## config.mk

```make
export PLATFORM = sky130hd
export DESIGN_NAME = positional_list_store
export DESIGN_NICKNAME = d
export VERILOG_FILES = /design/src/design/plst_pkg.sv /design/src/design/positional_list_store.sv
export SDC_FILE = /design/constraint.sdc
export NUM_CORES = 2
export LEC_CHECK = 0
export ABC_CLOCK_PERIOD_IN_PS = 6900
export BUFFER_PORTS_ARGS = -buffer_cell sky130_fd_sc_hd__buf_2
export CORE_ASPECT_RATIO = 1.25
export CORE_UTILIZATION = 30
export DETAILED_ROUTE_END_ITERATION = 8
export GPL_ROUTABILITY_DRIVEN = 0
export PLACE_DENSITY_LB_ADDON = 0.15
export SYNTH_ARGS = -nofsm -noshare
export SYNTH_HDL_FRONTEND = slang
export SYNTH_SLANG_ARGS = --single-unit
```

## constraint.sdc

```tcl
create_clock -name clock -period 6.9 [get_ports clock]
set_clock_uncertainty 0.05 [all_clocks]
set_input_delay 1.38 -clock clock [delete_from_list [all_inputs] [get_ports clock]]
set_output_delay 1.38 -clock clock [all_outputs]
set_load 0.02 [all_outputs]
```

## src/design/plst_pkg.sv

```systemverilog
// Shared constants and types for the positional list store.
package plst_pkg;

   localparam int CAPACITY = 64;

   localparam int LEN_W  = 7;
   localparam int ADDR_W = 6;
   localparam int POS_W  = 6;
   localparam int DATA_W = 32;
   localparam int DEPTH  = 64;

   localparam int REQ_TDATA_W = 40;
   localparam int RSP_TDATA_W = 40;

   localparam logic [LEN_W-1:0] CAP_LEN = LEN_W'(CAPACITY);

   typedef enum logic [2:0] {
      K_PUSH_FRONT = 3'd0,
      K_PUSH_BACK  = 3'd1,
      K_POP_FRONT  = 3'd2,
      K_POP_BACK   = 3'd3,
      K_INSERT_AT  = 3'd4,
      K_REMOVE_AT  = 3'd5,
      K_CLEAR      = 3'd6,
      K_READ_ALL   = 3'd7
   } kind_type;

   typedef enum logic [1:0] {
      S_OK     = 2'd0,
      S_EMPTY  = 2'd1,
      S_BADPOS = 2'd2,
      S_FULL   = 2'd3
   } status_type;

   typedef enum logic [6:0] {
      ST_IDLE      = 7'b0000001,
      ST_EXEC      = 7'b0000010,
      ST_SHIFT_RD  = 7'b0000100,
      ST_SHIFT_WR  = 7'b0001000,
      ST_FILL      = 7'b0010000,
      ST_DUMP_RD   = 7'b0100000,
      ST_DUMP_WAIT = 7'b1000000
   } state_type;

   // Insert and remove that move elements finish in ST_FILL, which writes the new value for
   // an insert and then posts the result; see the top level.

endpackage

```

## src/design/positional_list_store.sv

```systemverilog
// Top level of the positional list store: sequencer, element memory and result register.
//
// The list lives in a 64-entry single-port-write, registered-read memory used as a ring
// buffer, so a push at either end costs one memory write and a pop none. ST_IDLE takes
// the command; ST_EXEC then carries it out and posts the result once the output is free.
// Insert and remove move the elements behind the target position one entry at a time,
// each moved element taking a registered read in ST_SHIFT_RD and then the write back in
// ST_SHIFT_WR, and ST_FILL ends the command. Read-all reads each element in ST_DUMP_RD and
// posts it from ST_DUMP_WAIT, which waits while the result side stalls. One command is
// worked on at a time, and a new command is taken while the previous result still waits
// on the result channel. The memory needs no clearing after reset: only entries below the
// current length are ever read.
module positional_list_store
   import plst_pkg::*;
(
   input  logic                   clock,
   input  logic                   reset,

   input  logic                   req_tvalid,
   output logic                   req_tready,
   // position [5:0], value [37:6], zero fill [39:38]
   input  logic [REQ_TDATA_W-1:0] req_tdata,
   // kind [2:0]
   input  logic [2:0]             req_tuser,

   output logic                   rsp_tvalid,
   input  logic                   rsp_tready,
   // item [31:0], count [38:32], zero fill [39]
   output logic [RSP_TDATA_W-1:0] rsp_tdata,
   // status [1:0]
   output logic [1:0]             rsp_tuser,
   output logic                   rsp_tlast
);

   // Element storage, indexed by physical address (head plus logical position).
   logic [DATA_W-1:0] elements_ff [DEPTH];
   logic [DATA_W-1:0] rd_data_ff;

   state_type           state_ff, state_in;
   kind_type            kind_ff, kind_in;
   logic [POS_W-1:0]    pos_ff, pos_in;
   logic [DATA_W-1:0]   value_ff, value_in;
   logic [ADDR_W-1:0]   head_ff, head_in;
   logic [LEN_W-1:0]    length_ff, length_in;
   logic [LEN_W-1:0]    idx_ff, idx_in;

   logic                rsp_valid_ff;
   logic [DATA_W-1:0]   rsp_item_ff;
   status_type          rsp_status_ff;
   logic                rsp_last_ff;
   logic [LEN_W-1:0]    rsp_count_ff;

   logic                mem_we;
   logic [ADDR_W-1:0]   mem_waddr;
   logic [DATA_W-1:0]   mem_wdata;
   logic                mem_re;
   logic [ADDR_W-1:0]   mem_raddr;

   logic                post;
   logic [DATA_W-1:0]   post_item;
   status_type          post_status;
   logic                post_last;

   logic                out_free;
   logic                is_empty;
   logic                is_full;
   logic                pos_bad;
   logic [LEN_W-1:0]    pos_ext;

   assign out_free = !rsp_valid_ff || rsp_tready;
   assign is_empty = (length_ff == '0);
   assign is_full  = (length_ff >= CAP_LEN);
   assign pos_ext  = {1'b0, pos_ff};
   assign pos_bad  = (pos_ext >= length_ff);

   assign req_tready = (state_ff == ST_IDLE);

   always_comb begin
      state_in    = state_ff;
      kind_in     = kind_ff;
      pos_in      = pos_ff;
      value_in    = value_ff;
      head_in     = head_ff;
      length_in   = length_ff;
      idx_in      = idx_ff;
      mem_we      = 1'b0;
      mem_waddr   = '0;
      mem_wdata   = value_ff;
      mem_re      = 1'b0;
      mem_raddr   = '0;
      post        = 1'b0;
      post_item   = '0;
      post_status = S_OK;
      post_last   = 1'b1;

      case (state_ff)
         ST_IDLE: begin
            if (req_tvalid) begin
               kind_in  = kind_type'(req_tuser);
               pos_in   = req_tdata[POS_W-1:0];
               value_in = req_tdata[POS_W+DATA_W-1:POS_W];
               state_in = ST_EXEC;
            end
         end

         ST_EXEC: begin
            if (out_free) begin
               case (kind_ff)
                  K_PUSH_FRONT: begin
                     post     = 1'b1;
                     state_in = ST_IDLE;
                     if (is_full) begin
                        post_status = S_FULL;
                     end else begin
                        mem_we    = 1'b1;
                        mem_waddr = head_ff - ADDR_W'(1);
                        head_in   = head_ff - ADDR_W'(1);
                        length_in = length_ff + LEN_W'(1);
                     end
                  end
                  K_PUSH_BACK: begin
                     post     = 1'b1;
                     state_in = ST_IDLE;
                     if (is_full) begin
                        post_status = S_FULL;
                     end else begin
                        mem_we    = 1'b1;
                        mem_waddr = head_ff + length_ff[ADDR_W-1:0];
                        length_in = length_ff + LEN_W'(1);
                     end
                  end
                  K_POP_FRONT: begin
                     post     = 1'b1;
                     state_in = ST_IDLE;
                     if (is_empty) begin
                        post_status = S_EMPTY;
                     end else begin
                        head_in   = head_ff + ADDR_W'(1);
                        length_in = length_ff - LEN_W'(1);
                     end
                  end
                  K_POP_BACK: begin
                     post     = 1'b1;
                     state_in = ST_IDLE;
                     if (is_empty) begin
                        post_status = S_EMPTY;
                     end else begin
                        length_in = length_ff - LEN_W'(1);
                     end
                  end
                  K_INSERT_AT: begin
                     if (is_empty) begin
                        post        = 1'b1;
                        post_status = S_EMPTY;
                        state_in    = ST_IDLE;
                     end else if (pos_bad) begin
                        post        = 1'b1;
                        post_status = S_BADPOS;
                        state_in    = ST_IDLE;
                     end else if (is_full) begin
                        post        = 1'b1;
                        post_status = S_FULL;
                        state_in    = ST_IDLE;
                     end else begin
                        // Move the tail up one place, starting at the end.
                        idx_in   = length_ff;
                        state_in = ST_SHIFT_RD;
                     end
                  end
                  K_REMOVE_AT: begin
                     if (is_empty) begin
                        post        = 1'b1;
                        post_status = S_EMPTY;
                        state_in    = ST_IDLE;
                     end else if (pos_bad) begin
                        post        = 1'b1;
                        post_status = S_BADPOS;
                        state_in    = ST_IDLE;
                     end else if (pos_ext + LEN_W'(1) == length_ff) begin
                        // Removing the last element needs no moves.
                        post      = 1'b1;
                        length_in = length_ff - LEN_W'(1);
                        state_in  = ST_IDLE;
                     end else begin
                        idx_in   = pos_ext;
                        state_in = ST_SHIFT_RD;
                     end
                  end
                  K_CLEAR: begin
                     post      = 1'b1;
                     length_in = '0;
                     state_in  = ST_IDLE;
                  end
                  default: begin
                     if (is_empty) begin
                        post        = 1'b1;
                        post_status = S_EMPTY;
                        state_in    = ST_IDLE;
                     end else begin
                        idx_in   = '0;
                        state_in = ST_DUMP_RD;
                     end
                  end
               endcase
            end
         end

         ST_SHIFT_RD: begin
            mem_re = 1'b1;
            if (kind_ff == K_INSERT_AT) begin
               mem_raddr = head_ff + idx_ff[ADDR_W-1:0] - ADDR_W'(1);
            end else begin
               mem_raddr = head_ff + idx_ff[ADDR_W-1:0] + ADDR_W'(1);
            end
            state_in = ST_SHIFT_WR;
         end

         ST_SHIFT_WR: begin
            mem_we    = 1'b1;
            mem_waddr = head_ff + idx_ff[ADDR_W-1:0];
            mem_wdata = rd_data_ff;
            if (kind_ff == K_INSERT_AT) begin
               idx_in = idx_ff - LEN_W'(1);
               if (idx_ff - LEN_W'(1) == pos_ext) begin
                  state_in = ST_FILL;
               end else begin
                  state_in = ST_SHIFT_RD;
               end
            end else begin
               idx_in = idx_ff + LEN_W'(1);
               if (idx_ff + LEN_W'(2) == length_ff) begin
                  state_in = ST_FILL;
               end else begin
                  state_in = ST_SHIFT_RD;
               end
            end
         end

         ST_FILL: begin
            // Insert drops the new value into the gap; both finish by posting.
            if (kind_ff == K_INSERT_AT) begin
               mem_we    = 1'b1;
               mem_waddr = head_ff + pos_ff;
            end
            if (out_free) begin
               post     = 1'b1;
               state_in = ST_IDLE;
               if (kind_ff == K_INSERT_AT) begin
                  length_in = length_ff + LEN_W'(1);
               end else begin
                  length_in = length_ff - LEN_W'(1);
               end
            end
         end

         ST_DUMP_RD: begin
            mem_re    = 1'b1;
            mem_raddr = head_ff + idx_ff[ADDR_W-1:0];
            state_in  = ST_DUMP_WAIT;
         end

         ST_DUMP_WAIT: begin
            if (out_free) begin
               post      = 1'b1;
               post_item = rd_data_ff;
               post_last = (idx_ff + LEN_W'(1) == length_ff);
               idx_in    = idx_ff + LEN_W'(1);
               if (idx_ff + LEN_W'(1) == length_ff) begin
                  state_in = ST_IDLE;
               end else begin
                  state_in = ST_DUMP_RD;
               end
            end
         end

         default: begin
            state_in = ST_IDLE;
         end
      endcase
   end

   // Element memory: one write port, one registered read port.
   always_ff @(posedge clock) begin
      if (mem_we) begin
         elements_ff[mem_waddr] <= mem_wdata;
      end
      if (mem_re) begin
         rd_data_ff <= elements_ff[mem_raddr];
      end
   end

   always_ff @(posedge clock) begin
      if (reset) begin
         state_ff     <= ST_IDLE;
         head_ff      <= '0;
         length_ff    <= '0;
         idx_ff       <= '0;
         rsp_valid_ff <= 1'b0;
      end else begin
         state_ff  <= state_in;
         head_ff   <= head_in;
         length_ff <= length_in;
         idx_ff    <= idx_in;
         if (post) begin
            rsp_valid_ff <= 1'b1;
         end else if (rsp_tready) begin
            rsp_valid_ff <= 1'b0;
         end
      end
   end

   always_ff @(posedge clock) begin
      kind_ff  <= kind_in;
      pos_ff   <= pos_in;
      value_ff <= value_in;
      if (post) begin
         rsp_item_ff   <= post_item;
         rsp_status_ff <= post_status;
         rsp_last_ff   <= post_last;
         rsp_count_ff  <= length_in;
      end
   end

   assign rsp_tvalid = rsp_valid_ff;
   assign rsp_tdata  = {1'b0, rsp_count_ff, rsp_item_ff};
   assign rsp_tuser  = rsp_status_ff;
   assign rsp_tlast  = rsp_last_ff;

   // The list never holds more than its capacity.
   assert property (@(posedge clock) disable iff (reset) length_ff <= CAP_LEN)
      else $error("list length exceeds capacity");

   // While elements are being moved, the length does not change.
   assert property (@(posedge clock) disable iff (reset)
      (state_ff == ST_SHIFT_RD) |=> $stable(length_ff))
      else $error("length changed in the middle of a move");

   // Read-all only ever addresses positions inside the list.
   assert property (@(posedge clock) disable iff (reset)
      (state_ff == ST_DUMP_RD || state_ff == ST_DUMP_WAIT) |-> (idx_ff < length_ff))
      else $error("read-all index past the end of the list");

   // A read-all result is the last one exactly when its index reaches the end.
   assert property (@(posedge clock) disable iff (reset)
      (state_ff == ST_DUMP_WAIT && out_free) |=> (rsp_tlast == (state_ff == ST_IDLE)))
      else $error("read-all last flag out of step with the sequencer");

endmodule
```

==> results.txt <==
GRT Max-Usage Layer -> met2
Peak supply drop -> 0.000220 V
Vias -> 57438
Number of max-cap violations -> 0
Hold Path End -> idx_ff[6]$_SDFFE_PP0P_
Reg2Reg Depth -> 13
Die ar. -> 300000 µm²
Min Tclk post-route -> 6.27 ns
GR Util met3 -> 0.0240
Post-DRT Antenna Nets -> 0
Total gr overflow -> 0
Crit Reg-Reg Endpoint -> rd_data_ff[21]$_DFFE_PN_
Max-slew violation count -> 0
Final worst path period share -> 0.908
Crit path largest cell delay -> 0.90 ns
WL final -> 316 mm
Post-synthesis sequential area ratio -> 0.734
Vias in the first global route -> 55251
Critical Path Most Common Cell -> fa_1
Global Route Usage Sum -> 0.206
Flop-to-flop setup slack -> 0.63 ns
Slowest-stage cell, CP -> nor2_4
Largest net degree at the start of global routing -> 120
Met1 Use GR -> 0.277
DR DRC count -> 0
DR vias/cell -> 5.32
Final setup fails -> 0
Antenna violations before repair -> 20
Lkg Pwr -> 34.0 nW
Number of flops mapped to enable cells by yosys -> 2163
I/O pin count -> 92
Slew @ Worst Pin -> 1.37 ns
Setup_tns -> 0 ns
Skew-Pair Late Insertion Delay -> 0.91 ns
DR iter-0 viols -> 5312
Share of cells above drive strength 1 -> 0.121
CTS Hold Bufs -> 0
Synthesized Nets -> 6628
Critical path type -> register to register
Die width -> 490 µm
Core box area -> 295000 µm²
Num CTS Buffers -> 226
Port-buffer cells -> 88
Post-synthesis register bit count -> 2191
FFs w/ async S/R, synth -> 0
Post-DP HPWL -> 184 mm
Max Root-Sink Buffers -> 4
Mapped Cells -> 6542
Pre-antenna DRT Iters -> 6
Mapped cell area -> 89300 µm²
Min-Delay Path Depth -> 2
Most common cell after layout, fill and taps aside -> edfxtp_1
Worst path cell trace -> ha_2 > fa_1 > fa_1 > and3b_1 > o211ai_1 > buf_12 > nor2_4 > buf_4 > a32o_1 > nor4_1 > a22oi_1 > o2bb2ai_1 > a221o_1
# nets final -> 6763
Critical path required time -> 7.46 ns
RSZ-0062 raised after global routing -> false
CP max FO -> 54
Total Power -> 0.0273 W
Top FF cell, synth -> edfxtp_1
Ys Warns -> 0
Reg clk slew, reported paths -> 0.06 ns
Critical path endpoint category -> register
Cts repair resizes -> 0
CTS Sinks -> 2191
Final worst setup slack -> 0.634 ns
PwrDens -> 266 nW/µm²
Post-CTS setup buffers -> 0
Dpl ws -> 0.675 ns
Mean Syn Cell Area -> 13.6 µm²
CP Launch Type -> register
CTS H-Tree Depth -> 4
Outcome -> complete, no violations
Crit path DAT -> 6.83 ns
Min-delay src -> idx_ff[6]$_SDFFE_PP0P_
Worst hold path class -> register to register
Slew HR -> 0.0629
Root Driver -> clkbuf_16
Wirelength per Cell -> 29.2 µm
Commonest non-fill, non-tap cells in the layout -> edfxtp_1 (2163), nand2_1 (1417), nand3_1 (528)
Core Rows -> 223
GR Layer Usage met2 -> 0.339
Peak Freq -> 160 MHz
Area Overhead vs Synth -> 15.1%
Reg2Reg Launch Point -> idx_ff[0]$_SDFFE_PP0P_
Die Span Y -> 612 µm
Initial Util -> 0.302
Fin. Hold Viols -> 0
CTS tree -> yes
Post-synth cell types -> 96
Global-route wire length before repair -> 441 mm
[worst max path at each step]
stage,from,endpoint
floorplan,rsp_tready,elements_ff[10][0]$_DFFE_PP_
global placement,idx_ff[0]$_SDFFE_PP0P_,rd_data_ff[7]$_DFFE_PN_
detailed placement,idx_ff[0]$_SDFFE_PP0P_,rd_data_ff[7]$_DFFE_PN_
CTS,idx_ff[0]$_SDFFE_PP0P_,rd_data_ff[21]$_DFFE_PN_
global route,idx_ff[0]$_SDFFE_PP0P_,rd_data_ff[21]$_DFFE_PN_
finish,idx_ff[0]$_SDFFE_PP0P_,rd_data_ff[21]$_DFFE_PN_
[cells in the mapped netlist (16+ instances only)]
library cell | number | area share
a211o_1 | 16 | 0.0016
a32oi_1 | 113 | 0.011
nand4_1 | 36 | 0.0025
a211oi_1 | 79 | 0.0066
or3_1 | 19 | 0.0013
clkbuf_1 | 214 | 0.0090
dfxtp_1 | 28 | 0.0063
and2_1 | 16 | 0.0011
edfxtp_1 | 2163 | 0.73
a21o_1 | 18 | 0.0015
o221ai_1 | 32 | 0.0031
nor3_1 | 181 | 0.010
a32o_1 | 30 | 0.0034
buf_2 | 185 | 0.010
nor2_1 | 102 | 0.0043
nand2_1 | 1454 | 0.061
inv_1 | 27 | 0.0011
a31oi_1 | 112 | 0.0078
nand3_1 | 529 | 0.030
xnor2_1 | 35 | 0.0034
o211ai_1 | 31 | 0.0026
xor2_1 | 23 | 0.0023
o22ai_1 | 112 | 0.0078
buf_1 | 39 | 0.0016
ha_1 | 35 | 0.0049
o32ai_1 | 19 | 0.0019
a311oi_1 | 17 | 0.0017
a21oi_1 | 136 | 0.0076
and3_1 | 76 | 0.0053
o21ai_0 | 163 | 0.0091
mux2i_1 | 191 | 0.021
[cell type report]
cell class	count	area (µm²)
Sequential cell	2191	65500
Tap cell	3937	4930
Antenna cell	14	35.0
Clock inverter	123	977
Clock buffer	280	5930
Multi-Input combinational cell	3861	22200
Inverter	29	109
Fill cell	28593	193000
Timing Repair Buffer	368	3030
[power by group]
part	total (W)	internal, W	switching [W]
clock network	0.0118	0.00658	0.00521
registers	0.0148	0.0148	0.0000296
logic	0.000709	0.0000968	0.000612
total	0.0273	0.0214	0.00586
[per-stage QoR]
step / hold WS, ns / utilization / instance area (µm²) / instances
after floorplan: 0.498 / - / 89300 / 6542
after global placement: 0.545 / 0.324 / 95800 / 10386
after detailed placement: 0.562 / 0.324 / 95800 / 10386
after CTS: 0.536 / 0.348 / 103000 / 10789
after global routing: 0.563 / 0.348 / 103000 / 10790
final: 0.558 / 0.348 / 103000 / 10803
[kinds of logic after synthesis]
group	share of synthesized area
buf+inv	0.0245
compound gates	0.0860
xor+xnor	0.00587
fa+ha+maj	0.00580
other cells	0.0000420
flops	0.734
mux	0.0215
simple gates	0.122
[sequential cells by signal, summed over array words and instances (netlist names)]
| name | flops |
|---|---|
| rsp_item_ff | 32 |
| rd_data_ff | 32 |
| state_ff | 7 |
| kind_ff | 3 |
| length_ff | 7 |
| pos_ff | 6 |
| rsp_count_ff | 7 |
| rsp_tuser | 2 |
| value_ff | 32 |
| rsp_tlast | 1 |
| rsp_tvalid | 1 |
| head_ff | 6 |
| idx_ff | 7 |
| elements_ff | 2048 |
[layer usage]
layer  part of all wire  vias up
li1                   -    25236
met1               0.43    29941
met2               0.48     1849
met3              0.052      410
met4              0.039        2
met5           0.000028        -
[critical path: cells and delay by family (launching register included)]
family | cells | cell delay (ns)
DFF | 1 | 0.58
buffers and inverters | 2 | 0.76
and+or+nand+nor | 3 | 1.50
adders and majority gates | 3 | 1.52
AOI/OAI and AO/OA | 5 | 1.53
(Power assumes the default switching activity.)
